$ cat src/dma_pkg.sv
`timescale 1ns / 1ps
// Shared constants, codes and types of the dual moving average block.
package dma_pkg;

  localparam int unsigned SHORT_DEPTH_DEF = 64;
  localparam int unsigned LONG_DEPTH_DEF  = 256;

  localparam int unsigned PRICE_W     = 32;
  localparam int unsigned SHORT_LEN_W = 7;
  localparam int unsigned LONG_LEN_W  = 9;
  localparam int unsigned CFG_DATA_W  = 9;
  localparam int unsigned CFG_IDX_W   = 1;

  localparam logic [SHORT_LEN_W-1:0] SHORT_LEN_RESET = 7'd4;
  localparam logic [LONG_LEN_W-1:0]  LONG_LEN_RESET  = 9'd6;

  // slots in each of the input and result queues
  localparam int unsigned FIFO_DEPTH = 2;

  typedef enum logic [CFG_IDX_W-1:0] {
    REG_SHORT_LEN = 1'b0,
    REG_LONG_LEN  = 1'b1
  } cfg_reg_e;

  typedef enum logic [1:0] {
    ST_IDLE,
    ST_UPDATE,
    ST_START,
    ST_DIVIDE
  } eng_state_e;

  typedef struct packed {
    logic clear;
    logic update;
  } win_ctrl_t;

endpackage

$ cat src/dma_window.sv
`timescale 1ns / 1ps
// One sliding window: sample memory, running sum, write position and fill count.
module dma_window import dma_pkg::*; #(
  parameter int unsigned             DEPTH     = SHORT_DEPTH_DEF,
  parameter int unsigned             LEN_REG_W = SHORT_LEN_W,
  parameter logic [LEN_REG_W-1:0]    LEN_RESET = SHORT_LEN_RESET,
  parameter int unsigned             IDX_W     = 6,
  parameter int unsigned             LEN_W     = 7,
  parameter int unsigned             SUM_W     = 38
) (
  input  logic                 clk_i,
  input  logic                 rst_ni,
  input  win_ctrl_t            ctrl_i,
  input  logic [LEN_REG_W-1:0] len_data_i,
  input  logic [PRICE_W-1:0]   price_i,
  output logic [SUM_W-1:0]     sum_o,
  output logic [LEN_W-1:0]     len_o
);

  localparam logic [31:0] DEPTH_V = 32'(DEPTH);

  logic [PRICE_W-1:0]   mem_q [DEPTH];
  logic [PRICE_W-1:0]   rd_q;
  logic [LEN_REG_W-1:0] len_reg_q;
  logic [LEN_W-1:0]     len_eff;
  logic [IDX_W-1:0]     pos_q, pos_d;
  logic [LEN_W-1:0]     fill_q, fill_d;
  logic [SUM_W-1:0]     sum_q, sum_d;
  logic [PRICE_W-1:0]   leaving;
  logic [LEN_W-1:0]     pos_inc;

  // zero acts as one, anything past the memory saturates at its depth
  always_comb begin
    if (len_reg_q == '0) begin
      len_eff = LEN_W'(1);
    end else if (32'(len_reg_q) > DEPTH_V) begin
      len_eff = LEN_W'(DEPTH);
    end else begin
      len_eff = LEN_W'(len_reg_q);
    end
  end

  // slots are written in order from zero, so a slot below the fill count is live
  assign leaving = (fill_q > LEN_W'(pos_q)) ? rd_q : '0;
  assign pos_inc = LEN_W'(pos_q) + LEN_W'(1);

  always_comb begin
    sum_d  = sum_q;
    pos_d  = pos_q;
    fill_d = fill_q;
    if (ctrl_i.update) begin
      sum_d  = sum_q - SUM_W'(leaving) + SUM_W'(price_i);
      pos_d  = (pos_inc >= len_eff) ? '0 : IDX_W'(pos_inc);
      fill_d = (fill_q < len_eff) ? fill_q + LEN_W'(1) : fill_q;
    end
  end

  always_ff @(posedge clk_i or negedge rst_ni) begin
    if (!rst_ni) begin
      len_reg_q <= LEN_RESET;
      sum_q     <= '0;
      pos_q     <= '0;
      fill_q    <= '0;
    end else if (ctrl_i.clear) begin
      len_reg_q <= len_data_i;
      sum_q     <= '0;
      pos_q     <= '0;
      fill_q    <= '0;
    end else begin
      sum_q     <= sum_d;
      pos_q     <= pos_d;
      fill_q    <= fill_d;
    end
  end

  // read the slot under the write position every cycle; the registered value is used in the next cycle
  always_ff @(posedge clk_i) begin
    if (ctrl_i.update) begin
      mem_q[pos_q] <= price_i;
    end
    rd_q <= mem_q[pos_q];
  end

  assign sum_o = sum_q;
  assign len_o = len_eff;

endmodule

$ cat config.mk
export PLATFORM = sky130hd
export DESIGN_NAME = dma_window
export DESIGN_NICKNAME = d
export VERILOG_FILES = /design/src/dma_pkg.sv /design/src/dma_window.sv
export SDC_FILE = /design/constraint.sdc
export NUM_CORES = 2
export LEC_CHECK = 0
export ABC_AREA = 1
export BUFFER_PORTS_ARGS = -buffer_cell sky130_fd_sc_hd__buf_2
export CAP_MARGIN = 15
export CORE_ASPECT_RATIO = 0.9
export CORE_MARGIN = 1.5
export CORE_UTILIZATION = 40
export CTS_BUF_LIST = sky130_fd_sc_hd__clkbuf_4 sky130_fd_sc_hd__clkbuf_8 sky130_fd_sc_hd__clkbuf_16
export CTS_CLUSTER_DIAMETER = 150
export DETAILED_ROUTE_END_ITERATION = 10
export PLACE_DENSITY = 0.57
export SKIP_LAST_GASP = 1
export SLEW_MARGIN = 20
export SYNTH_ARGS = -nofsm -noshare
export SYNTH_HDL_FRONTEND = slang
export SYNTH_SLANG_ARGS = --single-unit
$ cat constraint.sdc
create_clock -name clk_i -period 3.8 [get_ports clk_i]
set_clock_uncertainty 0.05 [all_clocks]
set_input_delay 0.76 -clock clk_i [delete_from_list [all_inputs] [get_ports clk_i]]
set_output_delay 0.76 -clock clk_i [all_outputs]
set_load 0.03 [all_outputs]
After elaboration in Yosys (flattened, before gate mapping)

Memories as Yosys holds them, arrays and structs flattened. A register that Yosys moved wholly into a read port is not among the register bits.
Cells that the tools add are included.

Bits in registers: 58
Memory bits (writable): 2048
Output and inout port bits: 45
Memories: 1

Memory list:

| name  | depth | width | rd ports | clocked after Yosys merged registers in | write ports | line             | source |
|---|---|---|---|---|---|---|---|
| mem_q | 64    | 32    | 1        | 1                                       | 1           | dma_window.sv:22 | `logic [PRICE_W-1:0] mem_q [DEPTH];` |

Add/subtract/negate cells: 4
$lt $le $gt $ge: 4
Muxes and demuxes: 13
Reduce and logical (&&, ||, !) cells: 4

Operator list:

| operator                                                      | count |
|---|---|
| 38-bit 2-to-1 mux                                             | 2 |
| 38-bit by 32-bit adder with 38-bit output                     | 1 |
| 38-bit by 32-bit subtractor with 38-bit output                | 1 |
| 7-bit 2-to-1 mux                                              | 5 |
| 32-bit 2-to-1 mux                                             | 1 |
| 6-bit 2-to-1 mux                                              | 3 |
| 6-bit by 1-bit adder with 7-bit output, second input constant | 1 |
| 7-bit by 1-bit adder with 7-bit output, second input constant | 1 |
| 7-bit >= comparator                                           | 1 |
| 7-bit by 6-bit greater-than comparator with 1-bit output      | 1 |
| 7-bit greater-than comparator, second input constant          | 1 |
| 7-bit zero test                                               | 1 |
| 7-bit less-than comparator                                    | 1 |
| 2-bit nonzero test                                            | 2 |
| 1-bit 2-to-1 mux                                              | 2 |
| 2-bit AND reduction                                           | 1 |

Depth between registers and ports, before layout

Depth in word-level cells: 7
Depth in mapped cells: 28
Mapped depth without buffers: 27

Worst setup path after synthesis

OpenSTA, ideal clock, no wires.

Kind: register to register
Start point: register pos_q[3]
End point: memory mem_q[40][0], enable pin
Setup time: 461 ps
Data arrival time: 3496 ps
Setup slack: -207 ps
Stages on the path, launching flop included: 7
Period minus slack after synthesis: 4007 ps
Path through: dfrtp_1 > buf_2 > inv_1 > nor3_1 > buf_2 > inv_1 > nor3_1

RTL lines:

| item                   | line             | source |
|---|---|---|
| start, declared        | dma_window.sv:26 | `logic [IDX_W-1:0] pos_q, pos_d;` |
| start signal, assigned | dma_window.sv:71 | `pos_q <= pos_d;` |
| end, declared          | dma_window.sv:22 |  |

Straight into the memory's write port.

Final worst setup path

Start point: register pos_q[2]
End point: register sum_q[34], in the netlist sum_o[34]

Longest elaborated chain between the ends: 6

Ends and longest elaborated chain:

| item                                                     | line             | source |
|---|---|---|
| 7-bit by 6-bit greater-than comparator with 1-bit output | dma_window.sv:44 | `assign leaving = (fill_q > LEN_W'(pos_q)) ? rd_q : '0;` |
| 32-bit 2-to-1 mux                                        | dma_window.sv:44 |  |
| 38-bit by 32-bit subtractor with 38-bit output           | dma_window.sv:52 | `sum_d = sum_q - SUM_W'(leaving) + SUM_W'(price_i);` |
| 38-bit by 32-bit adder with 38-bit output                | dma_window.sv:52 |  |
| 38-bit 2-to-1 mux                                        | dma_window.sv:51 | `if (ctrl_i.update) begin` |
| 38-bit 2-to-1 mux                                        | dma_window.sv:64 | `end else if (ctrl_i.clear) begin` |
| end signal, assigned                                     | dma_window.sv:70 | `sum_q <= sum_d;` |
| end, declared                                            | dma_window.sv:28 | `logic [SUM_W-1:0] sum_q, sum_d;` |

No other way between the ends. The select of a mux whose other input is x is not followed.
A chain may end at the register's enable or synchronous reset.

==> flow_summary.ini <==
[pwr]
powerDensity_nw_per_um2 = 612
power_leakage_nw = 35.5
p_switching_mw = 17.7
peakVddDrop_mv = 0.545
p_int_mw = 43.3
p_sw_frac = 0.290
seq_power_share = 0.434
pwr-share-clk = 0.346
power.share.combinational = 0.220

[detailed_routing]
drt_first_pass_iters = 9
wl_per_cell_um = 28.0
ant_nets = 0
via_per_inst = 5.52
drt-initial-drc-count = 7351
drc = 0
num_vias = 54400
drt_wl_total_um = 276000

[floorplanning]
io_pins = 88
num_rows = 159
start_util = 0.403
die_width_um = 486
die-area_um2 = 213000
die_h_um = 438
core_area_um2 = 209000

[clock_network]
root_buffer = clkbuf_16
path_clk_slew_ns = 0.06
cts-buffers-inserted = 210
cts_num_sinks = 2138
cts_max_level = 4
insertion_delay_ns = 0.89
cts_tree = built
cts_buffer_depth = 3

[logic_synthesis]
synth.cell_area_um2 = 84000
ys_ff_latch = 2138
synth_top_family_by_area = simple AND/OR/NAND/NOR gates
synth_compound_area_frac = 0.0453
yosysWarnings = 0
synth-simple-area-share = 0.145
synthArstFlopShare = 0.0271
synth_nets = 6601
ys_seq_area_frac = 0.757
synthAdderAreaFrac = 0.0164
avgSynthCellArea_um2 = 13.0
synthXorXnorAreaFrac = 0.00167
synth_edf_count = 2048
synth.distinct_cells = 46
muxShareOfSynthArea = 0
syn_inst = 6467
synth_ff_type = edfxtp_1

[run]
cap_violations = 0

[critical_path]
worstSetupEndpointType = register
critPathMaxStageDelay_ns = 0.48
critical_path_arrival_ns = 4.52
critPathKind = register to register
start_kind = register
critPathSlowestCell = fa_1
cp_common_cell = nand2_1
critPathMaxFanout = 7
required_ns = 4.49

[run_status]
status = finished with violations
violations = negative setup slack

[placed_design]
dpl.hpwl_um = 167000
dp_worst_setup_slack_ns = -0.0597
post-place-cells = 9448
gp_congestion = 0.888
portBuffers = 87

[cells_and_area]
drive_gt1_frac = 0.162
areaGrowthSynthToFinish_pct = 18.5
final_cell_count_no_fill = 9861
multi_input_area_um2 = 19000
nFillCells = 18100
nNetsFinal = 7073
regArea_um2 = 63600

[timing]
rsz0062_at_grt = yes
holdWs_ns = 0.0832
setup_viol = 3
relSlewSlack = 0.326
slew_violations = 0
fin_ws_ns = -0.0219
worst_slew_pin_slew_ns = 1.01
fin_crit_sh = 1.01
min_period_ns = 3.82
hold_viol = 0
fmaxAchievable_mhz = 262

[min_path]
hp-class = input pin to register

[grt]
grt_pass1_vias = 51100
antenna_found_initial = 35
grt_start_max_net_pins = 65
grt_usage = 0.256
grt_overflow = 0
grt_pass1_wl_um = 386000
-- layout make-up --
cell class / instances / area share
multi-input cells: 3647 / 0.191
well taps: 2737 / 0.0344
inverters: 415 / 0.0160
diodes: 8 / 0.000201
flip-flops and latches: 2138 / 0.639
clock buffers: 261 / 0.0568
repair buffers: 527 / 0.0490
clock inverters: 128 / 0.0136
-- flip-flops by register name, indices dropped and copies added (netlist names) --
name / flops
fill_q: 7
len_reg_q: 7
mem_q: 2048
pos_q: 6
rd_q: 32
sum_o: 38
-- power by group through the flow --
stage                     logic (mW)  clock network, mW  registers (mW)
after global placement          10.9                  0            26.9
after CTS                       10.9               21.3            26.4
after global routing            14.6               22.1            26.5
after floorplan                 5.54                  0            27.2
final                           13.4               21.1            26.4
after detailed placement        10.9                  0            26.9
-- cell usage after synthesis, types with 17 or more instances --
library cell	instances	area, µm²
edfxtp_1	2048	61500
nor2_1	309	1160
a22oi_1	207	1550
buf_2	195	976
o21ai_1	78	390
dfrtp_1	57	1430
a21oi_1	81	405
clkbuf_1	48	180
nand2_1	2101	7890
fa_1	32	641
o2bb2ai_1	38	333
ha_1	59	738
inv_1	405	1520
dfxtp_1	32	641
nand3_1	172	861
nand4_1	321	2010
o21ai_0	149	746
o2111ai_1	17	149
-- what timing repair did --
action | CTS | global route
hold buffers | 1 | 0
gates cloned | 0 | 1
gates resized for setup | 5 | 240
endpoints found under the setup margin | 14 | 33
endpoints found under the hold margin | 31 | 0
setup buffers | 0 | 14
pin swaps | 2 | 42
-- logic make-up (layout without fill, tap and decap cells) --
kind of cell	Yosys count	after routing
AO/OA/AOI/OAI	602	602
XOR/XNOR	16	16
adder cells (fa/ha/maj)	91	91
buffers and inverters	682	1331
flip-flops	2138	2138
other	0	8
AND/OR/NAND/NOR	2938	2938
-- per-stage QoR --
stage | utilization | total power [mW] | cell area (µm²) | TNS [ns]
3_5_place_dp | 0.438 | 37.8 | 91300 | -0.186
3_3_place_gp | 0.438 | 37.8 | 91300 | -0.0739
5_1_grt | 0.477 | 63.1 | 99500 | -3.60
2_1_floorplan | - | 32.7 | 84000 | -13.28
4_1_cts | 0.471 | 58.7 | 98400 | -0.0354
6_report | 0.477 | 60.9 | 99600 | -0.0380
-- worst paths after layout --
path	start	to	slack (ns)	depth (start not counted)
max	pos_q[2]	sum_o[34]	-0.02	28
min	len_data_i[0]	len_reg_q[0]	0.08	3
max reg2reg	pos_q[2]	sum_o[34]	-0.02	28
min reg2reg	sum_o[24]	sum_o[24]	0.46	2
max in group asynchronous	rst_ni	sum_o[19]	2.27	3
min in group asynchronous	rst_ni	sum_o[11]	0.50	2
-- layout by cell type, fill, tap and decap left out, drive strengths merged, types with 5 or more instances in the layout --
| master | n |
|---|---|
| a21oi | 81 |
| a22oi | 208 |
| buf | 525 |
| bufinv | 19 |
| clkbuf | 262 |
| clkinv | 97 |
| clkinvlp | 8 |
| dfrtp | 57 |
| dfxtp | 32 |
| diode | 8 |
| edfxtp | 2048 |
| fa | 32 |
| ha | 59 |
| inv | 419 |
| nand2 | 2101 |
| nand3 | 176 |
| nand3b | 5 |
| nand4 | 321 |
| nor2 | 310 |
| nor3 | 17 |
| o2111ai | 17 |
| o21ai | 227 |
| o21bai | 10 |
| o22ai | 13 |
| o2bb2ai | 38 |
| xnor2 | 6 |
| xor2 | 10 |
-- critical path: cells and delay by family (launching register included) --
family	cells	cell delay, ns
compound gates	4	0.46
fa+ha+maj	3	0.96
buf+inv	7	0.72
flops	1	0.39
simple gates	14	1.10
-- per-layer routing --
metal,global-route usage,part of all wire,wire length (µm)
met3,0.0604,0.11,31100
met1,0.369,0.42,115000
met4,0.0858,0.035,9710
met5,0,0.00018,49
met2,0.383,0.44,121000
Note: power is estimated with default switching activity, not from simulation.
