$ cat config.mk
export PLATFORM = sky130hd
export DESIGN_NAME = dma_fifo
export DESIGN_NICKNAME = d
export VERILOG_FILES = /design/src/dma_pkg.sv /design/src/dma_fifo.sv
export SDC_FILE = /design/constraint.sdc
export NUM_CORES = 1
export LEC_CHECK = 0
export ABC_AREA = 1
export BUFFER_PORTS_ARGS = -buffer_cell sky130_fd_sc_hd__buf_2
export CELL_PAD_IN_SITES_DETAIL_PLACEMENT = 1
export CELL_PAD_IN_SITES_GLOBAL_PLACEMENT = 2
export CORE_MARGIN = 2
export CORE_UTILIZATION = 36
export CTS_CLUSTER_DIAMETER = 80
export CTS_CLUSTER_SIZE = 24
export DETAILED_ROUTE_END_ITERATION = 10
export GPL_ROUTABILITY_DRIVEN = 0
export PLACE_DENSITY = 0.84
export SLEW_MARGIN = 10
export SYNTH_ARGS = -nofsm -noshare
export SYNTH_HDL_FRONTEND = slang
export SYNTH_SLANG_ARGS = --single-unit
$ cat constraint.sdc
create_clock -name clk_i -period 5.11 [get_ports clk_i]
set_input_delay 1.022 -clock clk_i [delete_from_list [all_inputs] [get_ports clk_i]]
set_output_delay 1.022 -clock clk_i [all_outputs]
set_load 0.02 [all_outputs]
$ cat src/dma_pkg.sv
`timescale 1ns / 1ps
// Shared constants, codes and types of the dual moving average block.
package dma_pkg;

  localparam int unsigned SHORT_DEPTH_DEF = 64;
  localparam int unsigned LONG_DEPTH_DEF  = 256;

  localparam int unsigned PRICE_W     = 32;
  localparam int unsigned SHORT_LEN_W = 7;
  localparam int unsigned LONG_LEN_W  = 9;
  localparam int unsigned CFG_DATA_W  = 9;
  localparam int unsigned CFG_IDX_W   = 1;

  localparam logic [SHORT_LEN_W-1:0] SHORT_LEN_RESET = 7'd4;
  localparam logic [LONG_LEN_W-1:0]  LONG_LEN_RESET  = 9'd6;

  // slots in each of the input and result queues
  localparam int unsigned FIFO_DEPTH = 2;

  typedef enum logic [CFG_IDX_W-1:0] {
    REG_SHORT_LEN = 1'b0,
    REG_LONG_LEN  = 1'b1
  } cfg_reg_e;

  typedef enum logic [1:0] {
    ST_IDLE,
    ST_UPDATE,
    ST_START,
    ST_DIVIDE
  } eng_state_e;

  typedef struct packed {
    logic clear;
    logic update;
  } win_ctrl_t;

endpackage

$ cat src/dma_fifo.sv
`timescale 1ns / 1ps
// Small register queue used on the input and on the result side.
module dma_fifo import dma_pkg::*; #(
  parameter int unsigned W = PRICE_W
) (
  input  logic         clk_i,
  input  logic         rst_ni,
  input  logic         push_i,
  input  logic [W-1:0] data_i,
  output logic         full_o,
  input  logic         pop_i,
  output logic [W-1:0] data_o,
  output logic         empty_o
);

  localparam int unsigned PW = (FIFO_DEPTH > 1) ? $clog2(FIFO_DEPTH) : 1;
  localparam int unsigned CW = $clog2(FIFO_DEPTH + 1);

  logic [W-1:0]  slot_q [FIFO_DEPTH];
  logic [PW-1:0] wr_ptr_q, wr_ptr_d, rd_ptr_q, rd_ptr_d;
  logic [CW-1:0] count_q, count_d;
  logic          wr_en, rd_en;

  assign full_o  = (count_q == CW'(FIFO_DEPTH));
  assign empty_o = (count_q == '0);
  assign wr_en   = push_i && !full_o;
  assign rd_en   = pop_i && !empty_o;
  assign data_o  = slot_q[rd_ptr_q];

  always_comb begin
    wr_ptr_d = wr_ptr_q;
    rd_ptr_d = rd_ptr_q;
    count_d  = count_q;
    if (wr_en) begin
      wr_ptr_d = (wr_ptr_q == PW'(FIFO_DEPTH - 1)) ? '0 : wr_ptr_q + PW'(1);
    end
    if (rd_en) begin
      rd_ptr_d = (rd_ptr_q == PW'(FIFO_DEPTH - 1)) ? '0 : rd_ptr_q + PW'(1);
    end
    if (wr_en && !rd_en) begin
      count_d = count_q + CW'(1);
    end else if (rd_en && !wr_en) begin
      count_d = count_q - CW'(1);
    end
  end

  always_ff @(posedge clk_i or negedge rst_ni) begin
    if (!rst_ni) begin
      wr_ptr_q <= '0;
      rd_ptr_q <= '0;
      count_q  <= '0;
    end else begin
      wr_ptr_q <= wr_ptr_d;
      rd_ptr_q <= rd_ptr_d;
      count_q  <= count_d;
    end
  end

  always_ff @(posedge clk_i) begin
    if (wr_en) begin
      slot_q[wr_ptr_q] <= data_i;
    end
  end

endmodule

# Word-level counts from Yosys, hierarchy flattened
# Memories as Yosys holds them, arrays and structs flattened.
# Index checks and enable logic that the tools add are counted.
# Widths: inputs -> output; s select.
dict set report classes {
  add_sub_neg 4
  eq_ne 1
  mux 6
  reduce_logical 10
}
# operator count
set ops {}
lappend ops {{$logic_and 1x1->1} 4}
lappend ops {{$logic_not 1->1} 4}
lappend ops {{$mux 1} 4}
lappend ops {{$mux 2} 2}
lappend ops {{$add 1x1->1 const B} 2}
lappend ops {{$add 2x1->2 const B} 1}
lappend ops {{$eq 2x2->1 const B} 1}
lappend ops {{$logic_not 2->1} 1}
lappend ops {{$reduce_bool 2->1} 1}
lappend ops {{$sub 2x1->2 const B} 1}
dict set report word_totals {
  regBits 4
  mem_bits_rw 64
  input_bits 36
  word_cells 25
  mem_count 1
}
# memory depth width rd rd_ports_with_merged_regs write_ports line
set mem_list {}
lappend mem_list {slot_q 2 32 1 0 1 dma_fifo.sv:19} ;# logic [W-1:0] slot_q [FIFO_DEPTH];

# Depth between registers and ports, before layout
# Gate-level depths: netlist of run 1.
dict set report depth {
  depth_word 7
  ltp_mapped 9
  mapped_depth_nobuf 9
}

# Worst setup path after synthesis of run 1
# Ideal clock, no wire load.
dict set report synth_path {
  path_kind {in2reg}
  start {input port push_i}
  end {memory slot_q[1][0] (netlist name) (enable)}
  arrival_time_ns 2.483
  slack_ns 2.206
  cell_stages 2
  path_buffers 0
  path_cell_list {o21ai_0 -> nor2_1}
}
dict set report synth_between {
  elab_chain_cells 3
}
# item line
set synth_lines {}
lappend synth_lines {{start, declared} dma_fifo.sv:8} ;# input logic push_i,
lappend synth_lines {{$logic_and 1x1->1} dma_fifo.sv:26} ;# assign wr_en = push_i && !full_o;
lappend synth_lines {{$mux 1} dma_fifo.sv:60} ;# if (wr_en) begin
lappend synth_lines {{$mux 1 (not written as such)} dma_fifo.sv:61} ;# slot_q[wr_ptr_q] <= data_i;
lappend synth_lines {{end, declared} dma_fifo.sv:19}
# Every way passes these cells.

# Worst setup path in the final report of run 1
dict set report layout_path {
  start {register rd_ptr_q}
  end {output port data_o[17]}
}
dict set report layout_between {
  elab_chain_cells 1
}
# item line
set layout_lines {}
lappend layout_lines {{start, declared} dma_fifo.sv:20} ;# logic [PW-1:0] wr_ptr_q, wr_ptr_d, rd_ptr_q, rd_ptr_d;
lappend layout_lines {{start signal, assigned} dma_fifo.sv:54} ;# rd_ptr_q <= rd_ptr_d;
lappend layout_lines {{$mem_v2 2x32} n/a}
lappend layout_lines {{end, declared} dma_fifo.sv:12} ;# output logic [W-1:0] data_o,
# Every way passes these cells.

==> flow_summary.json, run 1 <==
{
  "placed_cell_area_um2": 2997,
  "relSlewSlack_pct": 38.29,
  "yosysSeqAreaShare_pct": 79.02,
  "route.detailed.drc": 0,
  "htreeDepth": 3,
  "max_freq_mhz": 393.7,
  "final_period_minus_worst_setup_slack_ns": 2.540,
  "critPathMaxFanout": 33,
  "cts-root-buf": "clkbuf_8",
  "fill_cells": 773,
  "synth_ff_type": "edfxtp_1",
  "seq_area_um2": 2022,
  "portBuffers": 69,
  "layout-drive-gt1-share_pct": 31.05,
  "die_h_um": 88.31,
  "rsz0062_at_grt": "false",
  "yosysMostFrequentCell": "nand2_1",
  "cts_tree": "yes",
  "grt_pass1_wl_mm": 7.403,
  "first_iter_violations": 82,
  "synth_compound_area_share_pct": 0.3912,
  "worstPathCellList": "inv_2, nand2_1, nand2_1, buf_2",
  "max-cap-violations": 0,
  "synth_mux_area_share_pct": 0,
  "grt_max_degree": 34,
  "cts_buffers": 9,
  "avgViaCountPerCell": 4.282,
  "rows": 30,
  "yosys-top-cells-area": "edfxtp_1 75%, nand2_1 15%, dfrtp_1 3.9%",
  "synth.top_cell.area_share_pct": 75.11,
  "peakVddDrop_mv": 0.3124,
  "fin_skew_ns": 0.007286,
  "path_clk_slew_ns": 0.07,
  "yosys_warnings": 0,
  "antenna_found_initial": 0,
  "ff2ff_setup_slack_ns": 3.27,
  "crit_path_end": "data_o[17]",
  "grt_overflow_total": 0,
  "yosys.area_share.adder_pct": 0.4890,
  "postSynth.asyncResetShare_pct": 5.882,
  "drv_slew": 0,
  "r2r-start": "count_q[0]",
  "place.detailed.hpwl_mm": 3.175,
  "crit_path_top_delay_cell": "inv_2",
  "first_pass_iters": 4,
  "final.period_utilization_pct": 49.71,
  "final_area_um2": 3146,
  "worstSetupPathType": "reg2out",
  "crit_path_start": "rd_ptr_q",
  "syn_area_per_cell_um2": 12.86,
  "worstSkewPairLatency_ns": 0.33,
  "netlist_area_um2": 2559,
  "drt-wirelength-per-cell_um": 12.61,
  "setup_viol": 0,
  "startpoint_type": "register",
  "cts_buffer_depth": 2,
  "cts_hold_buf": 0,
  "end_kind": "output pin",
  "synth_xor_area_share_pct": 0.3423,
  "rr_worst_depth": 2,
  "cellLeakagePower_nw": 1.377,
  "max_stage_delay_ns": 0.43,
  "status": "complete, no violations",
  "multi_input_area_um2": 471.7,
  "p_per_area_nw_per_um2": 581.2,
  "netlist-cell-type-count": 15,
  "setup-tns-final_ns": 0,
  "crit_arrival_ns": 1.52,
  "wl_mm": 4.703,
  "syn_nets": 236,
  "critPathRequiredTime_ns": 4.09,
  "cts_resized": 0,
  "antenna_cells": 0,
  "synth_common_cells": "105 x nand2_1, 64 x edfxtp_1, 7 x inv_1",
  "post_cts_buffers": 0,
  "core_area_um2": 6832,
  "start_util_pct": 37.45,
  "die_area_um2": 7798,
  "synth_edf_count": 64,
  "drtAntennaViolNets": 0,
  "grt_use_total_pct": 13.17,
  "hold_viol_final": 0,
  "fin_nets": 310,
  "die_w_um": 88.31,
  "num_io_pins": 70,
  "grt_pass1_vias": 1584,
  "yosys.area_share.simple_pct": 16.92,
  "dr_total_vias": 1597,
  "finalPower_w": 0.001828,
  "r2r-end": "slot_q[1][18]",
  "synth_top_family_by_area": "simple AND/OR/NAND/NOR gates",
  "syn_inst": 199,
  "worst_pin_slew_ns": 0.9235,
  "cp_common_cell": "nand2_1",
  "hold_path.class": "in2async",
  "numClockSinks": 68,
  "synth_seq_cells": 68,
  "areaGrowthSynthToFinish_pct": 22.93,
  "synth_top_area_cell": "edfxtp_1"
}
==> layout by cell type, fill, tap and decap left out, types with 2 or more instances in the layout <==
cell type / instances
nand2_1: 105
buf_2: 69
edfxtp_1: 64
clkbuf_8: 9
inv_1: 6
dfrtp_1: 4
inv_2: 2
nor2_2: 2
o21ai_0: 2
clkinv_2: 2
clkbuf_1: 2
clkinv_1: 2
==> per-layer routing <==
metal	routed length [µm]	GRT usage, %	vias to the layer above
met5	0	0	-
met4	80	7.438	0
met3	321	3.638	8
met2	2348	21.60	50
met1	1953	15.67	734
li1	-	-	805
==> cells by family (layout without fill, tap and decap cells) <==
family | count (synthesis) | in the layout
adders and majority gates | 1 | 1
xor gates and xnor gates | 1 | 1
DFF | 68 | 68
AOI/OAI and AO/OA | 2 | 2
buffers and inverters | 15 | 93
and+or+nand+nor | 112 | 112
==> final cells by class <==
cell class | count | share of cell area (%)
well taps | 96 | 3.819
repair buffers | 70 | 11.22
multi-input cells | 116 | 15.00
inverters | 8 | 0.9547
flip-flops and latches | 68 | 64.28
clock inverters | 4 | 0.5569
clock buffers | 11 | 4.177
==> worst min path at each step <==
stage                     to  slack, ns  depth (start not counted)
floorplan           wr_ptr_q       0.45                          2
global placement    wr_ptr_q       0.48                          2
detailed placement  wr_ptr_q       0.50                          2
CTS                 wr_ptr_q       0.47                          1
global route        wr_ptr_q       0.48                          1
finish              wr_ptr_q       0.49                          1
==> report_power, final <==
| group | switching (W) | total [W] | leakage (nW) | internal, W |
|---|---|---|---|---|
| combinational | 0.000493 | 0.000685 | 0.656 | 0.000192 |
| clock | 0.000170 | 0.000339 | 0.0780 | 0.000168 |
| sequential | 0.0000400 | 0.000804 | 0.643 | 0.000764 |
| total | 0.000703 | 0.00183 | 1.38 | 0.00112 |
==> stage by stage <==
step | hold slack, ns | utilization [%] | worst slack, ns | cells
after CTS | 0.4733 | 46.04 | 2.510 | 373
after detailed placement | 0.4989 | 43.86 | 2.339 | 358
after global routing | 0.4795 | 46.04 | 2.392 | 373
after floorplan | 0.4490 | - | 2.206 | 199
after global placement | 0.4803 | 43.86 | 2.448 | 358
final | 0.4892 | 46.04 | 2.570 | 373
==> critical path, delay by kind of cell (launching register included) <==
kind / cells / cell delay (ns)
and+or+nand+nor: 2 / 0.21
buffers and inverters: 2 / 0.60
DFF: 1 / 0.39
==> registers in the layout, indices dropped and copies added, names as in the netlist <==
signal,count
rd_ptr_q,1
slot_q,64
count_q,2
wr_ptr_q,1
(Power assumes the default switching activity.)
==> run 2: changes to the inputs <==
--- a/config.mk
+++ b/config.mk
@@ -10,12 +10,12 @@
 export CELL_PAD_IN_SITES_DETAIL_PLACEMENT = 1
 export CELL_PAD_IN_SITES_GLOBAL_PLACEMENT = 2
 export CORE_MARGIN = 2
-export CORE_UTILIZATION = 36
+export CORE_UTILIZATION = 30
 export CTS_CLUSTER_DIAMETER = 80
 export CTS_CLUSTER_SIZE = 24
 export DETAILED_ROUTE_END_ITERATION = 10
 export GPL_ROUTABILITY_DRIVEN = 0
-export PLACE_DENSITY = 0.84
+export PLACE_DENSITY = 0.75
 export SLEW_MARGIN = 10
 export SYNTH_ARGS = -nofsm -noshare
 export SYNTH_HDL_FRONTEND = slang
==> constraint.sdc (replaced) <==
create_clock -name clk_i -period 2 [get_ports clk_i]
set_input_delay 0.4 -clock clk_i [delete_from_list [all_inputs] [get_ports clk_i]]
set_output_delay 0.4 -clock clk_i [all_outputs]
set_load 0.02 [all_outputs]
==> run 2 against run 1 <==
Against the previous run:
- global-route usage decreased by 1.1 points
- wire length increased by 9.8%
- combinational power increased to 2.7 times the previous value
- power increased to 2.8 times the previous value
- setup slack got worse by 2.4 ns
- count of clock-buffer cells in the layout decreased by 1
- sequential share of layout area decreased by 2.6 points
- clock skew decreased by 0.0021 ns
- final area increased by 4.2%
- critical path depth increased by 1
- critical endpoint is now data_o[0]
==> flow_summary.json, run 2 (synthesis gave the netlist of run 1 again) <==
{
  "areaGrowthSynthToFinish_pct": 28.07,
  "antenna_found_initial": 0,
  "switching_share_pct": 37.14,
  "fin_nets": 315,
  "grt_overflow_total": 0,
  "cp_common_cell": "nand2_1",
  "pwr-share-clk_pct": 23.8,
  "regMostFlops": "slot_q",
  "rsz0062_at_grt": "false",
  "hold_viol_final": 0,
  "end_kind": "output pin",
  "cts_buffer_depth": 2,
  "die_w_um": 96.35,
  "worstSetupPathType": "reg2out",
  "grt_use_total_pct": 12.08,
  "portBuffers": 69,
  "crit_cells": 5,
  "rr_worst_depth": 3,
  "layout_commonest_cell": "nand2_1",
  "num_io_pins": 70,
  "critPathRequiredTime_ns": 1.60,
  "dr_total_vias": 1637,
  "fill_cells": 917,
  "setup_viol": 0,
  "drtAntennaViolNets": 0,
  "first_iter_violations": 40,
  "fin_skew_ns": 0.005223,
  "route.detailed.drc": 0,
  "cp_top_family": "buffers and inverters",
  "largest_register_ffs": 64,
  "final.period_utilization_pct": 91.59,
  "cts-root-buf": "clkbuf_8",
  "p_int_w": 0.003212,
  "peakVddDrop_mv": 0.6341,
  "grt_pass1_wl_mm": 7.983,
  "wl_mm": 5.162,
  "grt_pass1_vias": 1681,
  "drv_slew": 0,
  "numClockSinks": 68,
  "hold_depth": 1,
  "cts_buffers": 9,
  "pwr-share-seq_pct": 39.8,
  "startpoint_type": "register",
  "mostFrequentLayoutCells": "105 x nand2_1, 69 x buf_2, 64 x edfxtp_1, 9 x clkbuf_8, 7 x inv_1",
  "final_period_minus_worst_setup_slack_ns": 1.832,
  "cellLeakagePower_nw": 1.433,
  "combPwrFrac_pct": 36.5,
  "worstSkewPairLatency_ns": 0.33,
  "rows": 33,
  "status": "complete, no violations",
  "p_per_area_nw_per_um2": 1559,
  "cts_tree": "yes",
  "die_h_um": 96.35,
  "htreeDepth": 3,
  "multi_input_area_um2": 471.7,
  "path_buf_inv": 3,
  "avgViaCountPerCell": 4.219,
  "relSlewSlack_pct": 35.03,
  "post_cts_buffers": 0,
  "max_freq_mhz": 545.9,
  "max_stage_delay_ns": 0.39,
  "worst_slack_ns": 0.1683,
  "drt-wirelength-per-cell_um": 13.30,
  "antenna_cells": 0,
  "grt_max_degree": 34,
  "reg_top3": "slot_q (64), count_q (2)",
  "power.net_switching_w": 0.001898,
  "core_area_um2": 8258,
  "critPathMaxFanout": 22,
  "hold_path.class": "in2reg",
  "first_pass_iters": 4,
  "pre_cts_ws_ns": 0.09370,
  "path_clk_slew_ns": 0.08,
  "worstPathCellList": "inv_2, buf_12, nand2_1, nand2_1, buf_2",
  "seq_area_um2": 2022,
  "worst_pin_slew_ns": 0.9723,
  "die_area_um2": 9283,
  "max-cap-violations": 0,
  "start_util_pct": 30.98,
  "layout-drive-gt1-share_pct": 32.86,
  "place.detailed.hpwl_mm": 3.391,
  "setup-tns-final_ns": 0,
  "crit_arrival_ns": 1.43,
  "crit_path_top_delay_cell": "dfrtp_1"
}
[run 2: changes by cell type in the layout (fill, tap and decap cells not counted), sizes merged]
cell	delta
clkinv	-2
dlygate4sd3	+1
clkbuf	-1
clkinvlp	+2
buf	+4
bufinv	+2
[run 2: final timing paths]
kind	startpoint	endpoint	slack (ns)
max	rd_ptr_q	data_o[0]	0.17
min	data_i[14]	slot_q[0][14]	0.25
max reg2reg	count_q[1]	slot_q[1][19]	0.21
min reg2reg	wr_ptr_q	wr_ptr_q	0.49
max in group asynchronous	rst_ni	count_q[0]	1.46
min in group asynchronous	rst_ni	count_q[1]	0.42
[run 2: cell type report]
type / instances / area share (%)
inverter: 8 / 0.9164
clock inverter: 6 / 2.711
tap: 105 / 4.009
multi-input combinational: 116 / 14.39
sequential: 68 / 61.70
timing repair buffer: 75 / 12.37
clock buffer: 10 / 3.895
[run 2: layer usage]
layer / up-vias / part of all wire [%] / GRT usage [%]
met5: - / 0 / 0
met4: 0 / 1.8 / 5.634
met3: 10 / 6.5 / 3.367
met2: 49 / 49 / 21.35
met1: 759 / 42 / 13.41
li1: 819 / - / -
[run 2: metrics by stage]
stage,cells,total power (W),area [µm²],hold slack (ns),utilization (%)
after global placement,371,0.003943,3050,0.2155,36.94
after floorplan,199,0.003290,2561,0.1044,-
after global routing,388,0.005474,3277,0.2356,39.68
final,388,0.005110,3277,0.2473,39.68
after CTS,388,0.005216,3277,0.2297,39.68
after detailed placement,371,0.003991,3050,0.2169,36.94
[run 2: worst reg2reg max path: cells and delay by family, from the launching register on]
family,cells,cell delay (ns)
AO/OA/AOI/OAI,1,0.12
buffers and inverters,1,0.12
flip-flops,1,0.41
AND/OR/NAND/NOR,1,0.76
[run 2: what timing repair did]
action / 4_1_cts / 5_1_grt
gates resized for setup: 0 / 1
setup endpoints to repair: 0 / 1
hold endpoints to repair: 4 / 0
hold buffers: 1 / 0
[run 2: power by group through the flow]
stage / Combinational [W] / Clock [W] / Sequential (W)
2_1_floorplan: 0.00123 / 0 / 0.00205
3_3_place_gp: 0.00190 / 0 / 0.00205
3_5_place_dp: 0.00192 / 0 / 0.00207
4_1_cts: 0.00193 / 0.00125 / 0.00204
5_1_grt: 0.00211 / 0.00130 / 0.00206
6_report: 0.00186 / 0.00121 / 0.00203
