==> config.mk <==
export PLATFORM = sky130hd
export DESIGN_NAME = dma_divider
export DESIGN_NICKNAME = d
export VERILOG_FILES = /design/src/dma_pkg.sv /design/src/dma_divider.sv
export SDC_FILE = /design/constraint.sdc
export NUM_CORES = 1
export LEC_CHECK = 0
export BUFFER_PORTS_ARGS = -buffer_cell sky130_fd_sc_hd__buf_2
export CORE_MARGIN = 2
export CORE_UTILIZATION = 26
export CTS_CLUSTER_DIAMETER = 60
export DETAILED_ROUTE_END_ITERATION = 8
export GPL_TIMING_DRIVEN = 0
export HOLD_SLACK_MARGIN = 0.06
export SYNTH_ARGS = -nofsm -noshare
export SYNTH_HDL_FRONTEND = slang
export SYNTH_SLANG_ARGS = --single-unit
==> constraint.sdc <==
create_clock -name clk_i -period 2.8 [get_ports clk_i]
set_input_delay 0.28 -clock clk_i [delete_from_list [all_inputs] [get_ports clk_i]]
set_output_delay 0.28 -clock clk_i [all_outputs]
set_load 0.05 [all_outputs]
==> src/dma_pkg.sv <==
`timescale 1ns / 1ps
// Shared constants, codes and types of the dual moving average block.
package dma_pkg;

  localparam int unsigned SHORT_DEPTH_DEF = 64;
  localparam int unsigned LONG_DEPTH_DEF  = 256;

  localparam int unsigned PRICE_W     = 32;
  localparam int unsigned SHORT_LEN_W = 7;
  localparam int unsigned LONG_LEN_W  = 9;
  localparam int unsigned CFG_DATA_W  = 9;
  localparam int unsigned CFG_IDX_W   = 1;

  localparam logic [SHORT_LEN_W-1:0] SHORT_LEN_RESET = 7'd4;
  localparam logic [LONG_LEN_W-1:0]  LONG_LEN_RESET  = 9'd6;

  // slots in each of the input and result queues
  localparam int unsigned FIFO_DEPTH = 2;

  typedef enum logic [CFG_IDX_W-1:0] {
    REG_SHORT_LEN = 1'b0,
    REG_LONG_LEN  = 1'b1
  } cfg_reg_e;

  typedef enum logic [1:0] {
    ST_IDLE,
    ST_UPDATE,
    ST_START,
    ST_DIVIDE
  } eng_state_e;

  typedef struct packed {
    logic clear;
    logic update;
  } win_ctrl_t;

endpackage

==> src/dma_divider.sv <==
`timescale 1ns / 1ps
// Restoring divider, one quotient bit per cycle, 32-bit quotient.
module dma_divider import dma_pkg::*; #(
  parameter int unsigned LEN_W = 7,
  parameter int unsigned SUM_W = 38
) (
  input  logic               clk_i,
  input  logic               rst_ni,
  input  logic               start_i,
  input  logic [SUM_W-1:0]   dividend_i,
  input  logic [LEN_W-1:0]   divisor_i,
  output logic               busy_o,
  output logic [PRICE_W-1:0] quotient_o
);

  localparam int unsigned CNT_W = $clog2(PRICE_W);

  logic               busy_q;
  logic [CNT_W-1:0]   cnt_q;
  logic [LEN_W-1:0]   rem_q;
  logic [LEN_W-1:0]   divisor_q;
  logic [PRICE_W-1:0] quo_q;
  logic [LEN_W:0]     trial;
  logic [LEN_W:0]     diff;
  logic               fits;

  // sum < len * 2^32, so the bits above 32 are already a valid partial remainder
  assign trial = {rem_q, quo_q[PRICE_W-1]};
  assign fits  = (trial >= {1'b0, divisor_q});
  assign diff  = trial - {1'b0, divisor_q};

  always_ff @(posedge clk_i or negedge rst_ni) begin
    if (!rst_ni) begin
      busy_q <= 1'b0;
      cnt_q  <= '0;
    end else if (start_i) begin
      busy_q <= 1'b1;
      cnt_q  <= '0;
    end else if (busy_q) begin
      cnt_q <= cnt_q + CNT_W'(1);
      if (cnt_q == CNT_W'(PRICE_W - 1)) begin
        busy_q <= 1'b0;
      end
    end
  end

  always_ff @(posedge clk_i) begin
    if (start_i) begin
      rem_q     <= LEN_W'(dividend_i[SUM_W-1:PRICE_W]);
      quo_q     <= dividend_i[PRICE_W-1:0];
      divisor_q <= divisor_i;
    end else if (busy_q) begin
      rem_q <= fits ? diff[LEN_W-1:0] : trial[LEN_W-1:0];
      quo_q <= {quo_q[PRICE_W-2:0], fits};
    end
  end

  assign busy_o     = busy_q;
  assign quotient_o = quo_q;

endmodule

## Word-level counts from Yosys, hierarchy flattened

Index checks and enable logic that the tools add are counted.

- Bits of input ports: 48
- Logic and storage cells: 21
- Bits in registers: 52
- Output and inout port bits: 33

- $add $sub $neg: 2
- Reductions and logical operators: 1
- Muxes and demuxes: 10
- Equality and inequality tests: 1
- $lt $le $gt $ge: 1

Operators with widths:

| operator | number |
|---|---|
| 32-bit two-way mux | 2 |
| 6-bit two-way mux | 2 |
| 5-bit two-way mux | 2 |
| 8-bit by 7-bit >= comparator with 1-bit output | 1 |
| 7-bit two-way mux | 1 |
| 7-bit subtractor | 1 |
| 5-bit by 1-bit adder with 5-bit output (second input constant) | 1 |
| 5-bit == test (second input constant) | 1 |
| 1-bit two-way mux | 3 |
| 2-bit nonzero test | 1 |

## Depth between registers and ports, before layout

Gate-level depths: netlist of run 1.

- Depth after elaboration: 4
- Depth in mapped cells: 9
- Gate-level depth less buffers: 8

## Worst setup path before layout of run 1

OpenSTA, ideal clock, no wires.

- Path type: register to register
- From: reg quo_q[31] (netlist: quotient_o[31])
- To: reg rem_q[3], data pin
- Required time: 2.540 ns
- Cell stages (with the launch flop): 9
- Arrival: 2.314 ns
- Buffers on the path: 0
- Path slack: 0.226 ns
- Cell sequence: edfxtp_1 -> inv_1 -> ha_1 -> fa_1 -> nand2b_1 -> a211oi_2 -> nor3_2 -> mux2_2 -> mux2_2

- Word-level cells in the longest chain between the ends: 4
- Elaborated cells between the ends (all ways): 5
- Classes of those cells: 1 x add/sub; 1 x order compare; 3 x mux

Ends and longest elaborated chain:

| item | RTL line | text |
|---|---|---|
| start, declared | dma_divider.sv:22 | `logic [PRICE_W-1:0] quo_q;` |
| start signal, assigned | dma_divider.sv:50 | `quo_q <= dividend_i[PRICE_W-1:0];` |
| start signal, assigned | dma_divider.sv:54 | `quo_q <= {quo_q[PRICE_W-2:0], fits};` |
| 7-bit subtractor / 8-bit by 7-bit >= comparator with 1-bit output (equally long branches) | dma_divider.sv:30, dma_divider.sv:29 |  |
| 7-bit two-way mux * | dma_divider.sv:53 | `rem_q <= fits ? diff[LEN_W-1:0] : trial[LEN_W-1:0];` |
| 6-bit two-way mux * | dma_divider.sv:52 | `end else if (busy_q) begin` |
| 6-bit two-way mux * | dma_divider.sv:48 | `if (start_i) begin` |
| end signal, assigned | dma_divider.sv:49 | `rem_q <= LEN_W'(dividend_i[SUM_W-1:PRICE_W]);` |
| end signal, assigned | dma_divider.sv:53 |  |
| end, declared | dma_divider.sv:20 | `logic [LEN_W-1:0] rem_q;` |

Every way passes the cells marked *; elsewhere a longest branch is shown, timed or not. The select of a mux whose other input is x is not followed.
A chain may end at the register's enable or synchronous reset.

## Final worst setup path of run 1

- From: in start_i
- To: reg quo_q[25] (netlist: quotient_o[25]) (enable)

- Word-level cells in the longest chain between the ends: 1

Ends and longest elaborated chain:

| item | RTL line | text |
|---|---|---|
| start, declared | dma_divider.sv:9 | `input logic start_i,` |
| 2-bit nonzero test (no line) | - |  |

Every way passes these cells.

==> results of run 1 <==
cell families (layout without fill, tap and decap cells):
logic type | after synthesis | after routing
fa+ha+maj | 10 | 10
flops | 52 | 52
mux | 42 | 42
compound gates | 18 | 18
xor+xnor | 5 | 5
buf+inv | 20 | 109
simple gates | 37 | 37
through the flow:
step                cell area, um^2  hold slack (ns)  std cells  total power, mW  setup WS, ns
floorplan                      2574         -0.01559        184            1.837        0.2259
global placement               3141           0.1105        397            2.045       0.02744
detailed placement             3141           0.1132        397            2.062       0.01804
CTS                            3258           0.1367        406            2.578        0.3176
global route                   3258           0.1333        406            2.702        0.1732
finish                         3258           0.1488        406            2.548        0.4069
worst min-delay path by stage:
stage,end,slack [ns],start,cells past startpoint
5_1_grt,divisor_q[1],0.13,divisor_i[1],1
3_5_place_dp,busy_o,0.11,rst_ni,1
3_3_place_gp,busy_o,0.11,rst_ni,1
6_report,divisor_q[1],0.15,divisor_i[1],1
4_1_cts,divisor_q[4],0.14,divisor_i[4],1
2_1_floorplan,busy_o,-0.02,rst_ni,0
power by group:
part | total (mW) | switching (mW) | leakage [nW] | internal, mW
clock | 0.509 | 0.243 | 0.0552 | 0.266
sequential | 1.05 | 0.0595 | 0.556 | 0.988
combinational | 0.992 | 0.588 | 0.780 | 0.405
flip-flops by register name, summed over array words and instances, names as in the netlist:
name	count
busy_o	1
cnt_q	5
divisor_q	7
rem_q	7
quotient_o	32
metal layers:
layer	routed length (um)	up-vias	GRT usage
met2	2783	46	0.1816
met5	0	-	0
met3	334	5	0.03159
met4	62	0	0.03036
met1	2211	816	0.1302
li1	-	858	-
critical path: stages:
cell      delay (ns)
buf_2           0.21
clkbuf_1        0.24
buf_2           0.30
buf_1           0.44
or2_2           0.81
final cells by class:
cell class	instances	area, um^2	area share
plain buffers	9	50.05	0.01536
inverters	11	41.29	0.01267
well taps	133	166.4	0.05108
clock buffers	6	72.57	0.02227
repair buffers	81	410.4	0.1260
multi-input cells	112	960.9	0.2949
clock inverters	2	35.03	0.01075
flip-flops and latches	52	1521	0.4670
cells in the final DEF, fill, tap and decap left out, drive strengths merged, types with 2 or more instances in the layout:
cell type   n
buf        86
edfxtp     45
mux2       35
nor2       13
inv        11
ha          9
clkbuf      9
mux2i       7
dfrtp       6
a21oi       6
nand2       5
nor2b       4
xor2        3
nor3        3
nand4       2
nand2b      2
or2         2
xnor2       2
a31o        2
o21ai       2
what timing repair did:
| action | CTS | global route |
|---|---|---|
| endpoints found under the hold margin | 6 | 0 |
| hold buffers | 1 | 0 |
| resized for setup | 0 | 0 |
==> results_dict.tcl, run 1 <==
set metrics [dict create \
    rsz0062_at_grt "no" \
    synth_top_family_by_area "multiplexers" \
    vias 1725 \
    synthMuxAreaShare 0.1804 \
    cts_setup_buffers 0 \
    timing.reg2reg.setup_slack_ns 0.46 \
    fillers 978 \
    layout_min_cycle_time_ns 2.393 \
    clkTransAtPathRegs_ns 0.09 \
    grt.total_usage 0.1063 \
    worst_pin_slew_ns 0.9235 \
    synthTopCellsByArea "edfxtp_1 53%, mux2_2 15%, dfrtp_1 5.8%" \
    rr_startpoint "quotient_o[31]" \
    status "finished, final reports clean" \
    cts_tree "done" \
    fin_util 0.3364 \
    viasPerCell 4.249 \
    yosys.area.top_type "edfxtp_1" \
    die_h_um 103.5 \
    port_buffers 80 \
    synthTopCellsByCount "45 x edfxtp_1, 35 x mux2_2, 13 x nor2_1" \
    ys_seq_area_frac 0.5912 \
    die_area_um2 10710 \
    ys_types 41 \
    cp-end-kind "register" \
    wl_per_cell_um 13.28 \
    ys_warn_count 0 \
    gp_congestion 0.7061 \
    antenna_found_initial 0 \
    synthXorXnorAreaFrac 0.01702 \
    synth-edff-count 45 \
    drive_gt1_frac 0.4835 \
    clock_sinks 52 \
    ys_seq_elements 52 \
    synth_fp_nets 242 \
    yosys.area_share.simple 0.07389 \
    synthAdderAreaFrac 0.05153 \
    dpl.hpwl_um 4073 \
    finalHoldViolCount 0 \
    crit_start "start_i" \
    die_w_um 103.5 \
    clock_latency_ns 0.30 \
    max-cap-violations 0 \
    clock_skew_ns 0.007402 \
    grt-ovfl-total 0 \
    drv_slew 0 \
    initial_core_util 0.2658 \
    drc 0 \
    io_pins 81 \
    cp-endpoint "quotient_o[25]" \
    p_leak_nw 1.391 \
    yosysMostFrequentCell "edfxtp_1" \
    syn_area_um2 2574 \
    antenna_cells 0 \
    clock-root-buffer "clkbuf_8" \
    ir_drop_mv 0.3062 \
    nets 330 \
    ctsHtreeMaxLevel 2 \
    setup.worst_path.start_class "primary input" \
    core-area_um2 9684 \
    grt_pass1_wl_um 8749 \
    ys_async_sr_fraction 0.1154 \
    max_freq_mhz 417.9 \
    grt_max_degree 39 \
    dr.pass1.iters 4 \
    path_class "in2reg" \
    finalWirelength_um 5391 \
    hold_class "in2reg" \
    crit_required_ns 2.73 \
    first_global_vias 1804 \
    arrival_ns 2.32 \
    syn_area_per_cell_um2 13.99 \
    setup_tns_ns 0 \
    antenna_left 0 \
    drtIter0Drc 69 \
    synth_compound_area_frac 0.05056 \
    relSlewSlack 0.3843 \
    yosys_most_used_dff "edfxtp_1" \
    area_delta_synth_final_pct 26.59 \
    setup_viol 0 \
    r2r_end "rem_q[3]" \
    num_rows 36 \
    r2r_cells 8 \
    power_density_nw_per_um2 782.2 \
    cp_max_fo 38 \
    syn_inst 184 \
    clock_path_buffers 2 \
    period_share 0.8547 \
    cts_buffers 5 \
    yosys.area.top_type_share 0.5250 \
]
No activity file was read; power rests on OpenSTA's default activity.
==> run 2, diff against run 1 <==
--- a/config.mk
+++ b/config.mk
@@ -6,6 +6,7 @@
 export NUM_CORES = 1
 export LEC_CHECK = 0
 export BUFFER_PORTS_ARGS = -buffer_cell sky130_fd_sc_hd__buf_2
+export CORE_ASPECT_RATIO = 0.7
 export CORE_MARGIN = 2
 export CORE_UTILIZATION = 26
 export CTS_CLUSTER_DIAMETER = 60
==> run 2 against run 1 <==
Non-clock buffer count unchanged. Register-to-register slack is essentially flat. Setup slack worse by 0.030 ns. Fmax shrank 1.3%. Clock power rose by 33%. Flip-flop and latch count did not move. Sequential share of layout area fell by 0.69 points. Combinational power is 0.4% higher. Utilization is 0.64 points higher. Critical path type unchanged. Critical endpoint is now quotient_o[10]. Largest cell class unchanged.
==> results_dict.tcl, run 2 (synthesis results as in run 1) <==
set metrics [dict create \
    hold_class "in2reg" \
    gp_congestion 0.7803 \
    max_freq_mhz 412.6 \
    cts_buffers 5 \
    final_cell_mix "81 x buf_2, 45 x edfxtp_1, 35 x mux2_2, 13 x nor2_1, 11 x inv_1" \
    wl_per_cell_um 13.52 \
    fillers 963 \
    largest_reg_flops 32 \
    relSlewSlack 0.3685 \
    clock-root-buffer "clkbuf_16" \
    clock_sinks 52 \
    cts_resized 0 \
    clock_skew_ns 0.006101 \
    cts_tree "done" \
    grt-ovfl-total 0 \
    first_global_vias 1765 \
    cpMostUsedCell "buf_2" \
    power_density_nw_per_um2 824.3 \
    ctsHtreeMaxLevel 2 \
    final_common_cell "buf_2" \
    finalHoldViolCount 0 \
    die_w_um 122.9 \
    io_pins 81 \
    rsz0062_at_grt "no" \
    initial_core_util 0.2668 \
    fin_util 0.3428 \
    crit_required_ns 2.71 \
    max_stage_delay_ns 0.83 \
    cp-end-kind "register" \
    clock_path_buffers 2 \
    setup.worst_path.start_class "primary input" \
    ir_drop_mv 0.2952 \
    dpl.hpwl_um 4055 \
    core-area_um2 9647 \
    drtIter0Drc 55 \
    whs_ns 0.1665 \
    path_class "in2reg" \
    clock_latency_ns 0.28 \
    critPathTopFamily "buffers and inverters" \
    cts_setup_buffers 0 \
    area_delta_synth_final_pct 28.49 \
    status "finished, final reports clean" \
    die_h_um 87.24 \
    layout_min_cycle_time_ns 2.423 \
    critPathSlowestCell "or2_2" \
    antenna_cells 0 \
    antenna_left 0 \
    cp_max_fo 38 \
    clkTransAtPathRegs_ns 0.07 \
    grt.total_usage 0.1071 \
    cp_num_cells 5 \
    grt_max_degree 39 \
    drv_slew 0 \
    viasPerCell 4.292 \
    max-cap-violations 0 \
    crit_chain "buf_2, clkbuf_1, buf_2, buf_1, or2_2" \
    finalWirelength_um 5422 \
    worst_pin_slew_ns 0.9472 \
    r2r_cells 8 \
    setup_viol 0 \
    drc 0 \
    vias 1721 \
    p_leak_nw 1.414 \
    period_share 0.8655 \
    drive_gt1_frac 0.4799 \
    dr.pass1.iters 4 \
    grt_pass1_wl_um 8763 \
    holdPathStages 1 \
    antenna_found_initial 0 \
    arrival_ns 2.33 \
    nets 330 \
    path_buf_inv 4 \
    port_buffers 80 \
    die_area_um2 10720 \
    num_rows 30 \
]
[run 2: changes by cell type in the layout (fill, tap and decap cells not counted), sizes merged]
cell	previous run	this run
clkbuf	9	8
clkinv	1	2
[run 2: layout make-up]
type	count	area, um^2	share of cell area
multi-input cells	112	960.9	0.2906
well taps	128	160.2	0.04843
repair buffers	81	410.4	0.1241
clock buffers	5	125.1	0.03784
inverters	11	41.29	0.01249
clock inverters	3	37.54	0.01135
plain buffers	9	50.05	0.01513
flip-flops and latches	52	1521	0.4601
[run 2: layer usage]
layer | global-route usage | share of wire
met5 | 0 | 0
met4 | 0.02926 | 0.0089
met3 | 0.03927 | 0.067
met1 | 0.1436 | 0.48
met2 | 0.1632 | 0.44
[run 2: what timing repair did]
action | in CTS | in global routing
hold endpoints to repair | 6 | 0
hold buffers | 1 | 0
endpoints found under the setup margin | 0 | 0
[run 2: path summary, 6_finish.rpt]
check | slack [ns] | to | startpoint
worst min register to register | 0.50 | rem_q[6] | rem_q[6]
worst max register to register | 0.47 | rem_q[3] | quotient_o[31]
worst max-delay path | 0.38 | quotient_o[10] | start_i
min in group asynchronous | 0.35 | busy_o | rst_ni
max in group asynchronous | 2.31 | cnt_q[3] | rst_ni
worst min-delay path | 0.17 | divisor_q[0] | divisor_i[0]
[run 2: where the power goes]
group	total [mW]	switching (mW)	leakage, nW	internal, mW
clock	0.678	0.262	0.0789	0.416
combinational	0.996	0.591	0.780	0.405
sequential	1.05	0.0622	0.556	0.989
[run 2: stage by stage]
step	setup WS [ns]	TNS, ns	area (um^2)	power (mW)	cells
2_1_floorplan	0.2259	0	2574	1.837	184
3_3_place_gp	-0.02623	-0.9224	3134	2.041	392
3_5_place_dp	-0.06215	-2.252	3134	2.064	392
4_1_cts	0.2372	0	3307	2.761	401
5_1_grt	0.07873	0	3307	2.901	401
6_report	0.3766	0	3307	2.726	401
==> run 3, diff against run 2 <==
--- a/config.mk
+++ b/config.mk
@@ -11,7 +11,6 @@
 export CORE_UTILIZATION = 26
 export CTS_CLUSTER_DIAMETER = 60
 export DETAILED_ROUTE_END_ITERATION = 8
-export GPL_TIMING_DRIVEN = 0
 export HOLD_SLACK_MARGIN = 0.06
 export SYNTH_ARGS = -nofsm -noshare
 export SYNTH_HDL_FRONTEND = slang
==> constraint.sdc (replaced) <==
create_clock -name clk_i -period 2.8 [get_ports clk_i]
set_input_delay 0.56 -clock clk_i [delete_from_list [all_inputs] [get_ports clk_i]]
set_output_delay 0.56 -clock clk_i [all_outputs]
set_load 0.05 [all_outputs]
==> run 3 against run 2 <==
Routed wire length is 3.0% lower. Worst hold slack worse by 0.076 ns. Setup slack worse by 0.085 ns. Utilization is 0.39 points lower. Global-route usage is 0.58 points lower. Critical path type is now reg2reg. Largest power group unchanged.
==> results_dict.tcl, run 3 (synthesis results as in run 1) <==
set metrics [dict create \
    timing.reg2reg.setup_slack_ns 0.29 \
    drive_gt1_frac 0.4906 \
    antenna_left 0 \
    vias 1691 \
    setup_viol 0 \
    multi_input_area_um2 967.2 \
    wl_per_cell_um 13.31 \
    port_buffers 80 \
    core-area_um2 9647 \
    arrival_ns 2.54 \
    grt_max_degree 36 \
    ir_drop_mv 0.3504 \
    hold_class "in2async" \
    cpMostUsedCell "mux2_2" \
    grt-ovfl-total 0 \
    gp_congestion 0.7438 \
    antenna_cells 0 \
    setup_tns_ns 0 \
    first_global_vias 1699 \
    io_pins 81 \
    clkTransAtPathRegs_ns 0.07 \
    crit_start "quotient_o[31]" \
    max-cap-violations 0 \
    max_stage_delay_ns 0.44 \
    crit_chain "inv_1, ha_1, fa_1, nand2b_1, a211oi_2, nor3_4, mux2_2, mux2_2" \
    grt.total_usage 0.1013 \
    whs_ns 0.09096 \
    cts_buffers 5 \
    die_w_um 122.9 \
    p_leak_nw 1.400 \
    cp_max_fo 12 \
    fillers 963 \
    layout_min_cycle_time_ns 2.508 \
    dpl.hpwl_um 3832 \
    clock_latency_ns 0.28 \
    grt_pass1_wl_um 8300 \
    max_freq_mhz 398.7 \
    r2r_end "rem_q[3]" \
    die_area_um2 10720 \
    die_h_um 87.24 \
    relSlewSlack 0.6325 \
    rsz0062_at_grt "no" \
    period_share 0.8957 \
    finalHoldViolCount 0 \
    nets 324 \
    power_density_nw_per_um2 793.7 \
    worst_pin_slew_ns 0.5494 \
    crit_required_ns 2.84 \
    status "finished, final reports clean" \
    viasPerCell 4.281 \
    clock_path_buffers 2 \
    final_common_cell "buf_2" \
    finalWirelength_um 5257 \
    dr.pass1.iters 4 \
    num_rows 30 \
    critPathSlowestCell "nor3_4" \
    rr_startpoint "quotient_o[31]" \
    ctsHtreeMaxLevel 2 \
    clock-root-buffer "clkbuf_16" \
    setup.worst_path.start_class "register" \
    r2r_cells 8 \
    initial_core_util 0.2668 \
    clock_sinks 52 \
    cp-end-kind "register" \
    cts_setup_buffers 0 \
    path_class "reg2reg" \
    drtIter0Drc 68 \
    cts_tree "done" \
    drv_slew 0 \
    final_cell_mix "80 x buf_2, 45 x edfxtp_1, 35 x mux2_2, 13 x nor2_1, 11 x inv_1" \
    seq_area_um2 1521 \
    largest_reg_flops 32 \
    cp-endpoint "rem_q[3]" \
    power.total_mw 2.595 \
    drc 0 \
    area_delta_synth_final_pct 27.03 \
    antenna_found_initial 0 \
    clock_skew_ns 0.002477 \
]
## run 3: cell types whose count changed in the layout (fill, tap and decap cells not counted), sizes merged
cell | previous run | this run
clkbuf | 8 | 7
clkinv | 2 | 1
bufinv | 1 | 0
buf | 86 | 84
dlygate4sd3 | 1 | 0
## run 3: worst min path at each step
stage	depth (start not counted)	end
after floorplan	0	busy_o
after global placement	1	cnt_q[4]
after detailed placement	1	busy_o
after CTS	1	busy_o
after global routing	1	cnt_q[0]
final	1	busy_o
## run 3: layer usage
layer  vias up  global-route usage  wire [um]
li1        843                   -          -
met1       796              0.1429       2674
met2        48              0.1467       2235
met3         4             0.03534        301
met4         0             0.02821         45
met5         -                   0          0
## run 3: report_power, final
part	internal [mW]	switching [mW]
logic	0.378	0.579
registers	0.990	0.0624
clock network	0.330	0.256
## run 3: worst max-delay path, delay by kind of cell (launching register included)
kind	cells	cell delay, ns
mux	2	0.64
simple gates	2	0.62
flops	1	0.40
fa+ha+maj	2	0.40
compound gates	1	0.10
buf+inv	1	0.09
## run 3: cell type report
| cell class | instances | area share |
|---|---|---|
| Clock buffer | 7 | 0.04057 |
| Clock inverter | 1 | 0.001148 |
| Inverter | 11 | 0.01263 |
| Multi-Input combinational cell | 112 | 0.2958 |
| Sequential cell | 52 | 0.4654 |
| Tap cell | 128 | 0.04899 |
| Timing Repair Buffer | 84 | 0.1355 |
## run 3: what timing repair did
action | CTS | global route
endpoints found under the setup margin | 0 | 1
hold buffers | 0 | 0
gates resized for setup | 0 | 1
## run 3: per-stage QoR
stage                     utilization  setup WS, ns  std cells  cell area, um^2
after floorplan                     -        0.2259        184             2574
after global placement         0.3241        0.1642        387             3127
after detailed placement       0.3241       0.09828        387             3127
after CTS                      0.3383       0.08266        395             3263
after global routing           0.3389        0.1133        395             3269
final                          0.3389        0.2920        395             3269
